===== src/hw/rtl/scf_pkg.sv =====
// shared constants, types and state codes for the console framer
package scf_pkg;

  // most text bytes per frame
  localparam int MAX_TEXT = 30;
  // buffer address and fill count widths
  localparam int ADDR_W = (MAX_TEXT > 1) ? $clog2(MAX_TEXT) : 1;
  localparam int CNT_W  = $clog2(MAX_TEXT + 1);

  // frame constants
  localparam logic [7:0] SYNC1_BYTE = 8'hBC;
  localparam logic [7:0] SYNC2_BYTE = 8'hCF;
  localparam logic [7:0] TYPE_BYTE  = 8'h00;
  localparam logic [7:0] HDR_BYTE   = 8'h00;

  typedef enum logic [3:0] {
    S_IDLE,
    S_SYNC1,
    S_SYNC2,
    S_TYPE,
    S_LEN,
    S_HDR,
    S_TEXT,
    S_CKA,
    S_CKB
  } scf_state_t;

  // access to the text buffer
  typedef struct packed {
    logic              wr_en;
    logic [ADDR_W-1:0] wr_addr;
    logic [7:0]        wr_data;
    logic              rd_en;
    logic [ADDR_W-1:0] rd_addr;
  } scf_buf_req_t;

endpackage


===== src/hw/rtl/scf_in_if.sv =====
// input channel: console text words
interface scf_in_if;
  logic       valid;
  logic       ready;
  logic [7:0] text_byte;
  logic       end_of_write;

  modport source (output valid, output text_byte, output end_of_write, input ready);
  modport sink   (input valid, input text_byte, input end_of_write, output ready);
endinterface


===== src/hw/rtl/scf_out_if.sv =====
// output channel: framed link words
interface scf_out_if;
  logic       valid;
  logic       ready;
  logic [7:0] out_byte;
  logic       frame_end;

  modport source (output valid, output out_byte, output frame_end, input ready);
  modport sink   (input valid, input out_byte, input frame_end, output ready);
endinterface


===== src/hw/rtl/scf_text_buf.sv =====
// text buffer: one write port, one registered read port
module scf_text_buf
  import scf_pkg::*;
(
  input  logic         clk,
  input  scf_buf_req_t req,
  output logic [7:0]   rd_data
);

  logic [7:0] mem_r [MAX_TEXT];
  logic [7:0] rd_data_r;

  always_ff @(posedge clk) begin
    if (req.wr_en) begin
      mem_r[req.wr_addr] <= req.wr_data;
    end
  end

  // read data holds until the next read
  always_ff @(posedge clk) begin
    if (req.rd_en) begin
      rd_data_r <= mem_r[req.rd_addr];
    end
  end

  assign rd_data = rd_data_r;

endmodule


===== src/hw/rtl/syslink_console_framer_core.sv =====
// top level of the console text framer with fletcher-8 checksum
//
// usage
//   in_chan  : one text word per handshake, with end_of_write on the last word of a write
//   out_chan : framed words bc cf 00 len 00 text.. ck_a ck_b, frame_end on ck_b
//   words collect in a buffer of MAX_TEXT entries; a frame goes out when the
//   buffer is full or the write ends
// timing
//   a word that does not close a frame leaves the input ready for the next word
//   a word that closes a frame blocks the input until the frame has drained,
//   one word a cycle through the output register while the receiver is ready
//   the first frame word is loaded into the output register in S_SYNC1, the state
//   after the closing word is taken; the text buffer read port (one read a cycle,
//   registered) is read one word ahead, so it does not slow the text words
// reset
//   fill count, checksum sums and output valid clear; buffer contents are not cleared
// stalls
//   a stalled receiver freezes the frame sequencer; the held word stays on the
//   output, and the input is taken again once the checksum word is loaded
module syslink_console_framer_core
  import scf_pkg::*;
(
  input logic      clk,
  input logic      rst_n,
  scf_in_if.sink   in_chan,
  scf_out_if.source out_chan
);

  scf_state_t   state_r, state_nxt;
  logic [CNT_W-1:0] fill_r, fill_nxt;
  logic [CNT_W-1:0] tx_idx_r, tx_idx_nxt;
  logic [7:0]   sum_a_r, sum_a_nxt;
  logic [7:0]   sum_b_r, sum_b_nxt;
  logic         out_valid_r, out_valid_nxt;
  logic [7:0]   out_byte_r, out_byte_nxt;
  logic         out_end_r, out_end_nxt;

  logic         in_fire;
  logic         out_free;
  logic [CNT_W-1:0] fill_inc;
  logic [CNT_W-1:0] tx_inc;
  logic [7:0]   len_byte;
  logic [7:0]   ck_byte;
  logic         ck_load;
  logic [7:0]   rd_data;
  scf_buf_req_t buf_req;

  // buffer only accepts words while no frame is being sent
  assign in_chan.ready = (state_r == S_IDLE);
  assign in_fire       = in_chan.valid && in_chan.ready;
  // output register can take a new word
  assign out_free      = !out_valid_r || out_chan.ready;

  assign fill_inc = fill_r + CNT_W'(1);
  assign tx_inc   = tx_idx_r + CNT_W'(1);
  assign len_byte = 8'(fill_r) + 8'd1;

  scf_text_buf u_buf (
    .clk     (clk),
    .req     (buf_req),
    .rd_data (rd_data)
  );

  always_ff @(posedge clk) begin
    if (!rst_n) begin
      state_r     <= S_IDLE;
      fill_r      <= '0;
      tx_idx_r    <= '0;
      sum_a_r     <= '0;
      sum_b_r     <= '0;
      out_valid_r <= 1'b0;
    end else begin
      state_r     <= state_nxt;
      fill_r      <= fill_nxt;
      tx_idx_r    <= tx_idx_nxt;
      sum_a_r     <= sum_a_nxt;
      sum_b_r     <= sum_b_nxt;
      out_valid_r <= out_valid_nxt;
    end
  end

  // payload of the output register
  always_ff @(posedge clk) begin
    out_byte_r <= out_byte_nxt;
    out_end_r  <= out_end_nxt;
  end

  always_comb begin
    state_nxt     = state_r;
    fill_nxt      = fill_r;
    tx_idx_nxt    = tx_idx_r;
    sum_a_nxt     = sum_a_r;
    sum_b_nxt     = sum_b_r;
    out_valid_nxt = out_valid_r && !out_chan.ready;
    out_byte_nxt  = out_byte_r;
    out_end_nxt   = out_end_r;
    ck_load       = 1'b0;
    ck_byte       = 8'h00;
    buf_req       = '0;

    unique case (state_r)
      S_IDLE: begin
        if (in_fire) begin
          // store the word at the fill position
          buf_req.wr_en   = 1'b1;
          buf_req.wr_addr = fill_r[ADDR_W-1:0];
          buf_req.wr_data = in_chan.text_byte;
          fill_nxt        = fill_inc;
          if (in_chan.end_of_write || (fill_inc == CNT_W'(MAX_TEXT))) begin
            state_nxt = S_SYNC1;
          end
        end
      end
      S_SYNC1: begin
        if (out_free) begin
          out_byte_nxt = SYNC1_BYTE;
          state_nxt    = S_SYNC2;
        end
      end
      S_SYNC2: begin
        if (out_free) begin
          out_byte_nxt = SYNC2_BYTE;
          state_nxt    = S_TYPE;
        end
      end
      S_TYPE: begin
        if (out_free) begin
          out_byte_nxt = TYPE_BYTE;
          ck_load      = 1'b1;
          ck_byte      = TYPE_BYTE;
          state_nxt    = S_LEN;
        end
      end
      S_LEN: begin
        if (out_free) begin
          out_byte_nxt = len_byte;
          ck_load      = 1'b1;
          ck_byte      = len_byte;
          state_nxt    = S_HDR;
        end
      end
      S_HDR: begin
        if (out_free) begin
          out_byte_nxt    = HDR_BYTE;
          ck_load         = 1'b1;
          ck_byte         = HDR_BYTE;
          // prefetch the first text word
          buf_req.rd_en   = 1'b1;
          buf_req.rd_addr = '0;
          tx_idx_nxt      = '0;
          state_nxt       = S_TEXT;
        end
      end
      S_TEXT: begin
        if (out_free) begin
          out_byte_nxt = rd_data;
          ck_load      = 1'b1;
          ck_byte      = rd_data;
          tx_idx_nxt   = tx_inc;
          if (tx_inc < fill_r) begin
            buf_req.rd_en   = 1'b1;
            buf_req.rd_addr = tx_inc[ADDR_W-1:0];
          end else begin
            state_nxt = S_CKA;
          end
        end
      end
      S_CKA: begin
        if (out_free) begin
          out_byte_nxt = sum_a_r;
          state_nxt    = S_CKB;
        end
      end
      S_CKB: begin
        if (out_free) begin
          out_byte_nxt = sum_b_r;
          out_end_nxt  = 1'b1;
          // frame done: clear buffer state for the next frame
          fill_nxt     = '0;
          sum_a_nxt    = '0;
          sum_b_nxt    = '0;
          state_nxt    = S_IDLE;
        end
      end
      default: begin
        state_nxt = S_IDLE;
      end
    endcase

    // every load into the output register is a new word
    if (state_r != S_IDLE && out_free) begin
      out_valid_nxt = 1'b1;
      if (state_r != S_CKB) begin
        out_end_nxt = 1'b0;
      end
    end

    // running fletcher sums over type, length, header and text
    if (ck_load) begin
      sum_a_nxt = sum_a_r + ck_byte;
      sum_b_nxt = sum_b_r + sum_a_r + ck_byte;
    end
  end

  assign out_chan.valid     = out_valid_r;
  assign out_chan.out_byte  = out_byte_r;
  assign out_chan.frame_end = out_end_r;

  // fill count never runs past the buffer
  a_fill_bound: assert property (@(posedge clk) disable iff (!rst_n)
    fill_r <= CNT_W'(MAX_TEXT))
    else $error("fill count beyond buffer depth");

  // a closing word starts a frame on the next cycle
  a_frame_start: assert property (@(posedge clk) disable iff (!rst_n)
    in_fire && (in_chan.end_of_write || fill_inc == CNT_W'(MAX_TEXT))
      |=> state_r == S_SYNC1)
    else $error("frame did not start after closing word");

  // text reads stay inside the filled part of the buffer
  a_text_index: assert property (@(posedge clk) disable iff (!rst_n)
    state_r == S_TEXT |-> tx_idx_r < fill_r)
    else $error("text index past fill count");

  // fill count and sums are clear once the second checksum word is loaded
  a_sums_clear: assert property (@(posedge clk) disable iff (!rst_n)
    state_r == S_CKB && out_free |=> fill_r == '0 && sum_a_r == 8'h00 && sum_b_r == 8'h00)
    else $error("frame state not cleared after checksum");

endmodule


===== src/flat_wrapper.sv =====
// flat-port wrapper written by rule: the top's interface ports become plain ports
module syslink_console_framer_core_flat import scf_pkg::*;
  (clk, rst_n, in_chan_valid, in_chan_text_byte, in_chan_end_of_write, in_chan_ready, out_chan_valid, out_chan_out_byte, out_chan_frame_end, out_chan_ready);
  scf_in_if in_chan_i ();
  scf_out_if out_chan_i ();
  input logic clk;
  input logic rst_n;
  input wire logic [$bits(in_chan_i.valid)-1:0] in_chan_valid;
  input wire logic [$bits(in_chan_i.text_byte)-1:0] in_chan_text_byte;
  input wire logic [$bits(in_chan_i.end_of_write)-1:0] in_chan_end_of_write;
  output wire logic [$bits(in_chan_i.ready)-1:0] in_chan_ready;
  output wire logic [$bits(out_chan_i.valid)-1:0] out_chan_valid;
  output wire logic [$bits(out_chan_i.out_byte)-1:0] out_chan_out_byte;
  output wire logic [$bits(out_chan_i.frame_end)-1:0] out_chan_frame_end;
  input wire logic [$bits(out_chan_i.ready)-1:0] out_chan_ready;
  assign in_chan_i.valid = in_chan_valid;
  assign in_chan_i.text_byte = in_chan_text_byte;
  assign in_chan_i.end_of_write = in_chan_end_of_write;
  assign in_chan_ready = in_chan_i.ready;
  assign out_chan_valid = out_chan_i.valid;
  assign out_chan_out_byte = out_chan_i.out_byte;
  assign out_chan_frame_end = out_chan_i.frame_end;
  assign out_chan_i.ready = out_chan_ready;
  syslink_console_framer_core u_core (.clk(clk), .rst_n(rst_n), .in_chan(in_chan_i), .out_chan(out_chan_i));
endmodule

===== config.mk =====
export PLATFORM = sky130hd
export DESIGN_NAME = syslink_console_framer_core_flat
export DESIGN_NICKNAME = d
export VERILOG_FILES = /design/src/hw/rtl/scf_pkg.sv /design/src/hw/rtl/scf_in_if.sv /design/src/hw/rtl/scf_out_if.sv /design/src/hw/rtl/scf_text_buf.sv /design/src/hw/rtl/syslink_console_framer_core.sv /design/src/flat_wrapper.sv
export SDC_FILE = /design/constraint.sdc
export NUM_CORES = 1
export LEC_CHECK = 0
export ABC_AREA = 0
export BUFFER_PORTS_ARGS = -buffer_cell sky130_fd_sc_hd__buf_2
export CORE_UTILIZATION = 60
export DETAILED_ROUTE_END_ITERATION = 6
export PLACE_DENSITY_LB_ADDON = 0.08
export SETUP_SLACK_MARGIN = 0.02
export SKIP_CTS_REPAIR_TIMING = 1
export SLEW_MARGIN = 20
export SYNTH_ARGS = -nofsm -noshare
export SYNTH_HDL_FRONTEND = slang
export SYNTH_HIERARCHICAL = 1
export SYNTH_SLANG_ARGS = --single-unit

===== constraint.sdc =====
create_clock -name clk -period 4.1 [get_ports clk]
set_clock_uncertainty 0.2 [all_clocks]
set_input_delay 0.205 -clock clk [delete_from_list [all_inputs] [get_ports clk]]
set_output_delay 0.205 -clock clk [all_outputs]
set_load 0.005 [all_outputs]

# Word-level counts from Yosys, hierarchy flattened
# Memory sizes are Yosys's and may differ from the RTL's. A register that Yosys moved wholly into a read port is not among the register bits.
# Cells that the tools add are included.
# word_totals
reg_bits,40
latch_bits,0
ramBits,240
romBits,0
input_bits,13
out_inout_bits,11
word_cells,105
mem_count,1
# op_classes
addsub,6
mul,0
div_mod_pow,0
n_lt_le_gt_ge,1
eq_ne,22
shift,0
n_mux,46
bitwise,0
reduce_logical,21
# memory_table
name,words,width,rd,rd_ports_with_merged_regs,write_ports,line,text
u_core.u_buf.mem_r,30,8,1,1,1,scf_text_buf.sv:10,logic [7:0] mem_r [MAX_TEXT];
# ops
op,count
8-bit 2-to-1 mux,12
8-bit one-hot mux with 7 select lines,1
4-bit 2-to-1 mux,11
4-bit one-hot mux with 9 select lines,1
14-bit 2-to-1 mux,2
8-bit adder,3
5-bit one-hot mux with 2 select lines,2
6-bit 2-to-1 mux,3
2-bit by 1-bit != test with 1-bit output (second input constant),9
4-bit by 3-bit == test with 1-bit output (second input constant),4
8-bit one-hot mux with 2 select lines,1
5-bit 2-to-1 mux,3
6-bit one-hot mux with 2 select lines,1
11-bit AND reduction,1
5-bit by 1-bit adder with 5-bit output (second input constant),2
1-bit 2-to-1 mux,9
4-bit by 2-bit == test with 1-bit output (second input constant),2
8-bit AND reduction,1
2-bit nonzero test,4
7-bit nonzero test,1
5-bit by 1-bit adder with 6-bit output (second input constant),1
2-bit != test (second input constant),3
3-bit AND reduction,2
5-bit == test (second input constant),1
other kinds (12),16

# Longest topological paths before layout
# Gate-level depths: netlist of the first run.
# logic_depth
word_depth,6
ltp_mapped,16
ltp_nobuf,14

# Cells and area by module
# The synthesis of the first run kept the hierarchy.
# by_module_without_submodules
module,n_inst,cells_each,area_each_um2,seq_area_each_um2
scf_text_buf,1,530,9872.0,7447.1
syslink_console_framer_core,1,372,3083.0,880.8

# Worst setup path before layout of the first run
# No wires, ideal clock.
# synth_path
path_type,register to register
from,register u_core.tx_idx_r[0]
to,"register u_core.u_buf.rd_data_r[2], in the netlist u_core/u_buf/rd_data[2] (read register of u_core.u_buf.mem_r) (data pin)"
setup_ns,0.259
t_arrival_ns,3.196
required_ns,3.641
setup_slack_ns,0.445
path_stages_with_launch,15
n_path_buf,2
synth_period_minus_slack_ns,3.655
cell_sequence,dfxtp_1 ha_1 xor2_1 ha_1 a21o_1 a31oi_1 o21ai_0 or3_4 nor2_1 buf_6 buf_8 mux4_2 mux2_2 nand2_1 nand3_1
# synth_rtl
item,line,text
start: declaration,syslink_console_framer_core.sv:31,"logic [CNT_W-1:0] tx_idx_r, tx_idx_nxt;"
start signal: assignment,syslink_console_framer_core.sv:75,tx_idx_r <= tx_idx_nxt;
end: declaration,scf_text_buf.sv:11,logic [7:0] rd_data_r;

==> impl_metrics.csv, run 1 <==
group,metric,value,unit
run_status,status,"complete, no violations",
critical_path,slowest_delay,510,ps
detailed_routing,routedWlPerCell,24.0,um
pwr,power.combinational.fraction,11.9,%
layout,nets,1010,
detailed_routing,wl,30300,um
pwr,p_clk_share,37.5,%
global_routing,grt_pass1_vias,7936,
layout,n_fill_cell,1453,
min_path,hold_path_class,"in -> reg",
synth,synth_area,0.0130,mm^2
place,dp_slack,23.7,ps
global_routing,grt_pass1_wl,46400,um
synth,yosys-top-cells-count,"256 x edfxtp_1, 91 x nor2_1, 41 x nand2_1, 38 x mux2i_1, 34 x a21oi_1",
critical_path,crit_path_max_fanout,20,
floorplanning,die-area,0.0222,mm^2
pwr,swShare,25.4,%
pwr,peakVddDrop,430,uV
synth,synth_edf_count,256,
critical_path,path_class,"reg -> reg",
detailed_routing,dr.pass1.iters,5,
place,place_area,0.0136,mm^2
timing,tightest_slew,1120,ps
layout,regArea,0.00833,mm^2
cts,cts_made_buffers,29,
timing,fmax,252,MHz
synth,ys_async_sr_fraction,0,%
detailed_routing,drc,0,
critical_path,cp_cell_sequence,"ha_4, xor2_2, ha_1, a21o_1, a31oi_2, o21ai_0, or3_4, nor2_4, buf_12, buf_16, mux4_2, mux2_2, nand2_1, nand3_1",
synth,synth_nets,944,
cts,clk_latency,560,ps
detailed_routing,num_vias,8090,
synth,yosysMostFrequentCell,"edfxtp_1",
layout,design_area,0.0146,mm^2
cts,cts.sinks,288,
synth,synthDistinctLibCells,74,
synth,synth-main-ff-cell,"edfxtp_1",
layout,drive_gt1_share,19.9,%
cts,cts_root_buffer,"clkbuf_16",
layout,area_growth,13.0,%
synth,yosys_warnings,6,
timing,max_slew_margin,25.5,%
floorplanning,pin_count,24,
global_routing,grtUsageMet1,40.2,%
timing,fin_crit,3970,ps
pwr,power.internal,5.13,mW
global_routing,grt_start_max_net_pins,34,
synth,yosysTopAreaCellShare,59.3,%
place,io_buffer_count,23,
synth,avgSynthCellArea,14.4,um^2
global_routing,overflow,0,
synth,yosysSeqAreaShare,64.3,%
run,maxCapViolations,0,
detailed_routing,viasPerCell,6.40,
pwr,p_seq_share,50.6,%
critical_path,crit_family,"simple AND/OR/NAND/NOR gates",
critical_path,worstPathRequired,4190,ps
detailed_routing,ant_nets,0,
cts,cts_tree,"built",
place,hpwl,19900,um
critical_path,critPathLaunchType,"flop",
layout,multi_input_area,0.00434,mm^2
floorplanning,fp.dieW,149,um
synth,synth_area_leaders,"edfxtp_1 59%, dfxtp_1 4.9%, mux4_2 4.9%",
global_routing,grt_util_met2,45.4,%
pwr,switchingPower,1.74,mW
floorplanning,die_h,149,um
critical_path,slowest_stage,"mux4_2",
global_routing,grt_use_total,28.3,%
timing,period_share,96.8,%
global_routing,antenna_found_initial,0,
global_routing,use_met3,5.23,%
cts,clock_path_buffers,3,
timing,final_hold_viol_count,0,
timing,setup-violations-final,0,
pwr,power_density,469,mW/mm^2
synth,synth_cells,902,
critical_path,arrival,4060,ps
layout,antenna_cells,0,
detailed_routing,drt_iter0_drc,699,
floorplanning,initial_core_util,61.4,%
timing,maxSlewViolCount,0,
cts,htree_levels,1,
timing,setup_ws,130,ps
pwr,leakage,4.87,nW
synth,ys_ff_latch,288,
critical_path,cp-end-kind,"flop",
cts,cts.clk_slew.worst_paths,70,ps
synth,yosys.area.top_type,"edfxtp_1",
global_routing,grt_busiest_layer,"met2",
floorplanning,core,0.0211,mm^2
place,finalWeightedCongestion,0.922,
floorplanning,rows,53,
critical_path,crit_buf_inv,2,
-- cells by family (layout without fill, tap and decap cells) --
group	after synthesis	after routing	share of synthesized area, %
AND/OR/NAND/NOR	275	275	10.9
adder cells (fa/ha/maj)	29	29	3.32
multiplexers	86	86	9.66
AO/OA/AOI/OAI	149	149	7.99
flip-flops	288	288	64.3
XOR/XNOR	15	15	1.01
buffers and inverters	60	148	2.79
-- registers in the layout, indices dropped and copies added (netlist names) --
signal	count
u_core/fill_r	5
u_core/out_chan.out_byte	8
u_core/u_buf/rd_data	8
u_core/u_buf/mem_r	240
u_core/state_r	4
u_core/out_chan.valid	1
u_core/out_chan.frame_end	1
u_core/sum_b_r	8
u_core/tx_idx_r	5
u_core/sum_a_r	8
-- cell usage in the layout (no fill, tap or decap), drive strengths merged, types with 19 or more instances in the layout --
cell type	instances
nand3	30
nor2	91
mux2	19
dfxtp	32
edfxtp	256
clkbuf	36
nor2b	28
a21oi	35
mux4	29
ha	20
a211oi	21
nand2	42
mux2i	38
buf	81
-- final cells by class --
type | instances | share of cell area (%)
clock inverter | 17 | 1.25
sequential | 288 | 56.9
tap | 275 | 2.35
clock buffer | 36 | 5.13
multi-input combinational | 554 | 29.6
inverter | 12 | 0.308
timing repair buffer | 83 | 4.46
-- power groups by stage --
stage	logic (mW)	clock network [mW]	registers, mW
floorplan	0.485	0	3.53
global placement	0.774	0	3.53
detailed placement	0.799	0	3.54
CTS	0.802	2.61	3.48
global route	0.878	2.72	3.48
finish	0.818	2.57	3.48
-- final timing paths --
check | from | to | slack (ps) | cells past startpoint
setup / recovery | u_core/tx_idx_r[0] | u_core/u_buf/rd_data[2] | 130 | 14
setup reg to reg | u_core/tx_idx_r[0] | u_core/u_buf/rd_data[2] | 130 | 14
hold reg to reg | u_core/out_chan.frame_end | u_core/out_chan.frame_end | 280 | 2
hold / removal | in_chan_end_of_write | u_core/state_r[2] | 20 | 5
-- layer usage --
layer  up-vias  routed length (um)
met5         -                   0
met4         0                 741
met3        60                2650
li1       3625                   -
met1      4008               12600
met2       397               14300
-- stage by stage --
stage | total power, mW | instances | TNS (ps) | util, % | hold slack [ps]
after floorplan | 4.02 | 902 | 0 | - | 275
after global placement | 4.31 | 1201 | 0 | 64.3 | 264
after detailed placement | 4.34 | 1201 | 0 | 64.3 | 265
after CTS | 6.89 | 1254 | 0 | 68.7 | -132
after global routing | 7.08 | 1265 | -22.9 | 69.4 | 73.4
final | 6.87 | 1265 | 0 | 69.4 | 18.4
-- worst min-delay path, stage by stage --
cell	delay (ps)
buf_2	80
nand2_1	60
nand2_1	80
o211ai_2	140
o221ai_1	170
No activity file was read; power rests on OpenSTA's default activity.
==> run 2: changes to the inputs <==
--- a/config.mk
+++ b/config.mk
@@ -7,3 +7,3 @@
 export LEC_CHECK = 0
-export ABC_AREA = 0
+export ABC_AREA = 1
 export BUFFER_PORTS_ARGS = -buffer_cell sky130_fd_sc_hd__buf_2
--- a/constraint.sdc
+++ b/constraint.sdc
@@ -4,2 +4,2 @@
 set_output_delay 0.205 -clock clk [all_outputs]
-set_load 0.005 [all_outputs]
+set_load 0.01 [all_outputs]
==> impl_metrics.csv, run 2 <==
group,metric,value,unit
detailed_routing,num_vias,9343,
cts,cts_tree,"built",
cts,htree_levels,1,
floorplanning,initial_core_util,61.8,%
layout,final_core_util,68.3,%
min_path,hold_path_class,"in -> reg",
place,hpwl,18800,um
place,finalWeightedCongestion,0.917,
timing,period_share,90.3,%
floorplanning,pin_count,24,
critical_path,path_class,"reg -> reg",
timing,setup-tns-final,0,ps
cts,cts_made_buffers,29,
run_status,status,"complete, but fails checks",
timing,maxSlewViolCount,0,
detailed_routing,dr.pass1.iters,5,
cts,clk_latency,550,ps
critical_path,worstPathRequired,4200,ps
critical_path,crit_path_max_fanout,44,
detailed_routing,ant_nets,0,
critical_path,cp-end-kind,"flop",
floorplanning,die_h,150,um
place,io_buffer_count,23,
synth,avgSynthCellArea,10.1,um^2
synth,yosys_warnings,6,
critical_path,arrival,3800,ps
timing,holdWs,-40.2,ps
synth,yosysTopAreaCellShare,58.4,%
floorplanning,core,0.0213,mm^2
synth,synth_edf_count,256,
cts,cts.sinks,288,
detailed_routing,wl,29900,um
run_status,violations,"negative hold slack",
timing,fin_crit,3700,ps
layout,antenna_cells,0,
synth,ys_async_sr_fraction,0,%
layout,mostFrequentLayoutCell,"nand2_1",
detailed_routing,routedWlPerCell,18.3,um
pwr,leakage,5.69,nW
layout,final_cells,1639,
synth,synth_nets,1350,
global_routing,antenna_found_initial,0,
pwr,fin_total_pwr,7.28,mW
layout,top_register,"u_core/u_buf/mem_r",
pwr,peakVddDrop,415,uV
critical_path,critPathLaunchType,"flop",
detailed_routing,drc,0,
pwr,power_density,500,mW/mm^2
synth,synth_area,0.0132,mm^2
layout,largest_reg_flops,240,
timing,tightest_slew,886,ps
global_routing,grt_start_max_net_pins,117,
synth,synth-main-ff-cell,"edfxtp_1",
floorplanning,fp.dieW,150,um
floorplanning,rows,53,
detailed_routing,drt_iter0_drc,844,
timing,fmax,270,MHz
synth,ys_ff_latch,288,
layout,final_cell_mix,"439 x nand2_1, 256 x edfxtp_1, 209 x nand3_1, 72 x inv_1, 68 x nor2_1",
synth,synth_area_leaders,"edfxtp_1 58%, nand2_1 13%, nand3_1 7.9%",
timing,final_hold_viol_count,4,
place,dp_cells,1581,
global_routing,grt_pass1_wl,47300,um
synth,yosys.area.top_type,"edfxtp_1",
detailed_routing,viasPerCell,5.70,
global_routing,overflow,0,
synth,synth_cells,1308,
global_routing,grt_use_total,27.8,%
synth,synthDistinctLibCells,43,
layout,drive_gt1_share,9.53,%
synth,yosysMostFrequentCell,"nand2_1",
synth,yosys-top-cells-count,"439 x nand2_1, 256 x edfxtp_1, 209 x nand3_1, 78 x nor2_1, 72 x inv_1",
floorplanning,die-area,0.0225,mm^2
global_routing,grt_pass1_vias,8734,
synth,yosysSeqAreaShare,63.3,%
timing,rsz0062_at_grt,"false",
cts,clock_path_buffers,3,
timing,setup-violations-final,0,
layout,nets,1383,
run,maxCapViolations,0,
cts,cts_root_buffer,"clkbuf_16",
layout,area_growth,10.5,%
timing,max_slew_margin,40.7,%
cts,cts.clk_slew.worst_paths,60,ps
[run 2: worst paths after layout]
kind                        startpoint                        end  slack, ps  cells past startpoint
max reg2reg         u_core/tx_idx_r[0]    u_core/u_buf/rd_data[1]        400                     18
max                 u_core/tx_idx_r[0]    u_core/u_buf/rd_data[1]        400                     18
min               in_chan_end_of_write          u_core/state_r[0]        -40                      6
min reg2reg  u_core/out_chan.frame_end  u_core/out_chan.frame_end        260                      2
[run 2: worst max-delay path, cell delays in order, from the launching register on]
cell	delay (ps)
dfxtp_1	400
ha_1	210
nand2_1	60
nor2_1	130
xor2_1	220
ha_1	280
a21oi_1	180
nand4_1	350
nor2_4	260
inv_4	210
buf_12	260
nand2_1	80
nand3_1	80
nand3_1	100
nand2_1	90
nand2_1	70
nand2_1	90
nand2_1	110
nand2_1	60
[run 2: cell type report]
type,count,area (um^2)
clock inverters,14,109
well taps,275,344
multi-input cells,883,4260
repair buffers,56,423
inverters,83,314
clock buffers,40,767
fillers,1676,6740
flip-flops and latches,288,8330
[run 2: logic make-up after synthesis]
group | synth area share [%]
AO/OA/AOI/OAI | 3.31
XOR/XNOR | 0.466
adder cells (fa/ha/maj) | 3.27
buffers and inverters | 4.62
flip-flops | 63.3
AND/OR/NAND/NOR | 25.1
[run 2: through the flow]
step	instance area, um^2	setup WS, ps
floorplan	13200	1000
global placement	13600	512
detailed placement	13600	465
CTS	14500	445
global route	14500	117
finish	14500	399
[run 2: metal layers]
| layer | global-route usage (%) | vias to the layer above | share of wire (%) |
|---|---|---|---|
| li1 | - | 4523 | - |
| met1 | 40.9 | 4392 | 44 |
| met2 | 43.7 | 381 | 46 |
| met3 | 3.64 | 47 | 7.4 |
| met4 | 7.88 | 0 | 2.3 |
| met5 | 0 | - | 0 |
[run 2: where the power goes]
| group | leakage, nW | internal [mW] | switching, mW |
|---|---|---|---|
| Clock | 0.424 | 1.37 | 1.06 |
| Sequential | 2.63 | 3.50 | 0.0602 |
| Combinational | 2.64 | 0.337 | 0.947 |
| Total | 5.69 | 5.21 | 2.07 |
==> run 3: changes to the inputs <==
RECOVER_POWER = 25   (was not set)
==> impl_metrics.csv, run 3 (synthesis gave the netlist of run 2 again) <==
group,metric,value,unit
detailed_routing,num_vias,9322,
timing,setup-tns-final,0,ps
critical_path,cp-end-kind,"flop",
pwr,leakage,5.65,nW
floorplanning,core,0.0213,mm^2
critical_path,timing.critical_path.to,"u_core/u_buf/mem_r[25][5]",
critical_path,worstPathRequired,4080,ps
critical_path,slowest_stage,"nor2_1",
floorplanning,die-area,0.0225,mm^2
timing,tightest_slew,1630,ps
pwr,power.combinational.fraction,17.2,%
cts,cts_root_buffer,"clkbuf_16",
cts,htree_levels,1,
layout,top_register,"u_core/u_buf/mem_r",
detailed_routing,wl,29900,um
critical_path,cp_cell_sequence,"clkbuf_1, nor2_1, inv_1, nor2_4, inv_1, nor2_8, inv_1, nor2_1, nand3_1, nor2_1",
timing,fin_crit,3810,ps
floorplanning,die_h,150,um
global_routing,grt_pass1_wl,47300,um
layout,drive_gt1_share,7.99,%
layout,antenna_cells,0,
run_status,violations,"negative hold slack, max-capacitance violations, max-slew violations",
critical_path,crit_path_max_fanout,16,
place,hpwl,18800,um
layout,mostFrequentLayoutCell,"nand2_1",
place,io_buffer_count,23,
cts,clock_path_buffers,3,
pwr,peakVddDrop,415,uV
global_routing,antenna_found_initial,0,
layout,nets,1383,
timing,rsz0062_at_grt,"false",
run,maxCapViolations,1,
layout,area_growth,10.2,%
timing,maxSlewViolCount,31,
floorplanning,initial_core_util,61.8,%
pwr,power_density,499,mW/mm^2
pwr,power.internal,5.19,mW
timing,setup-violations-final,0,
timing,period_share,92.9,%
critical_path,slowest_delay,820,ps
cts,clk_latency,550,ps
detailed_routing,routedWlPerCell,18.3,um
global_routing,grt_pass1_vias,8734,
global_routing,grt_start_max_net_pins,117,
floorplanning,pin_count,24,
timing,holdWs,-34.1,ps
place,finalWeightedCongestion,0.917,
critical_path,rr_endpoint,"u_core/u_buf/mem_r[25][5]",
global_routing,overflow,0,
critical_path,reg2regPathDepth,10,
critical_path,rr_startpoint,"u_core/state_r[0]",
cts,cts.sinks,288,
detailed_routing,drc,0,
layout,largest_reg_flops,240,
cts,cts_made_buffers,29,
place,place_area,0.0136,mm^2
critical_path,arrival,3790,ps
min_path,hold_path_class,"in -> reg",
detailed_routing,drt_iter0_drc,842,
detailed_routing,ant_nets,0,
floorplanning,fp.dieW,150,um
pwr,switchingPower,2.06,mW
pwr,p_clk_share,33.6,%
critical_path,critPathLaunchType,"flop",
timing,fmax,263,MHz
global_routing,grt_use_total,27.8,%
critical_path,r2r_slack,290,ps
layout,design_area,0.0145,mm^2
cts,cts_tree,"built",
timing,max_slew_margin,-8.59,%
detailed_routing,dr.pass1.iters,6,
timing,final_hold_viol_count,4,
pwr,swShare,28.4,%
pwr,p_seq_share,49.2,%
floorplanning,rows,53,
run_status,status,"complete, but fails checks",
layout,final_cell_mix,"440 x nand2_1, 256 x edfxtp_1, 209 x nand3_1, 76 x inv_1, 69 x nor2_1",
cts,cts.clk_slew.worst_paths,60,ps
critical_path,crit_path_start,"u_core/state_r[0]",
detailed_routing,viasPerCell,5.69,
critical_path,path_class,"reg -> reg",
==> run 3: cell types whose count changed in the layout (fill, tap and decap cells not counted), moves of 4 or more <==
cell	delta
clkbuf_1	+15
inv_2	-4
buf_4	-5
inv_1	+4
buf_2	-10
==> run 3: power groups by stage <==
stage	Clock, mW	Sequential (mW)	Combinational, mW
after floorplan	0	3.64	0.801
after global placement	0	3.61	1.25
after detailed placement	0	3.62	1.27
after CTS	2.48	3.56	1.27
after global routing	2.58	3.58	1.38
final	2.44	3.56	1.24
==> run 3: final cells by class <==
type                            count  area (um^2)
Inverter                           83          314
Timing Repair Buffer               56          392
Multi-Input combinational cell    883         4250
Tap cell                          275          344
Sequential cell                   288         8330
Fill cell                        1694         6780
Clock buffer                       40          767
Clock inverter                     14          109
==> run 3: worst max-delay path: cells and delay by family (launching register included) <==
family / cells / cell delay, ps
buf+inv: 4 / 760
flops: 1 / 320
simple gates: 6 / 2170
==> run 3: through the flow <==
stage	util, %	cells	total power, mW	hold WS, ps	setup slack [ps]
after floorplan	-	1308	4.44	143	1000
after global placement	64.0	1581	4.87	245	512
after detailed placement	64.0	1581	4.89	249	465
after CTS	68.2	1635	7.31	-210	445
after global routing	68.2	1639	7.54	0.350	82.2
final	68.2	1639	7.24	-34.1	292
==> run 3: worst min path at each step <==
stage / from / endpoint / cells after the start
floorplan: rst_n / u_core/tx_idx_r[4] / 2
global placement: u_core/out_chan.frame_end / u_core/out_chan.frame_end / 2
detailed placement: u_core/out_chan.frame_end / u_core/out_chan.frame_end / 2
CTS: rst_n / u_core/state_r[3] / 3
global route: in_chan_end_of_write / u_core/state_r[0] / 6
finish: in_chan_end_of_write / u_core/state_r[0] / 6
==> run 3: per-layer routing <==
metal / GRT usage (%) / share of wire, % / up-vias
met1: 40.9 / 44 / 4374
met4: 7.88 / 2.3 / 0
li1: - / - / 4522
met3: 3.64 / 7.3 / 48
met5: 0 / 0 / -
met2: 43.7 / 46 / 378
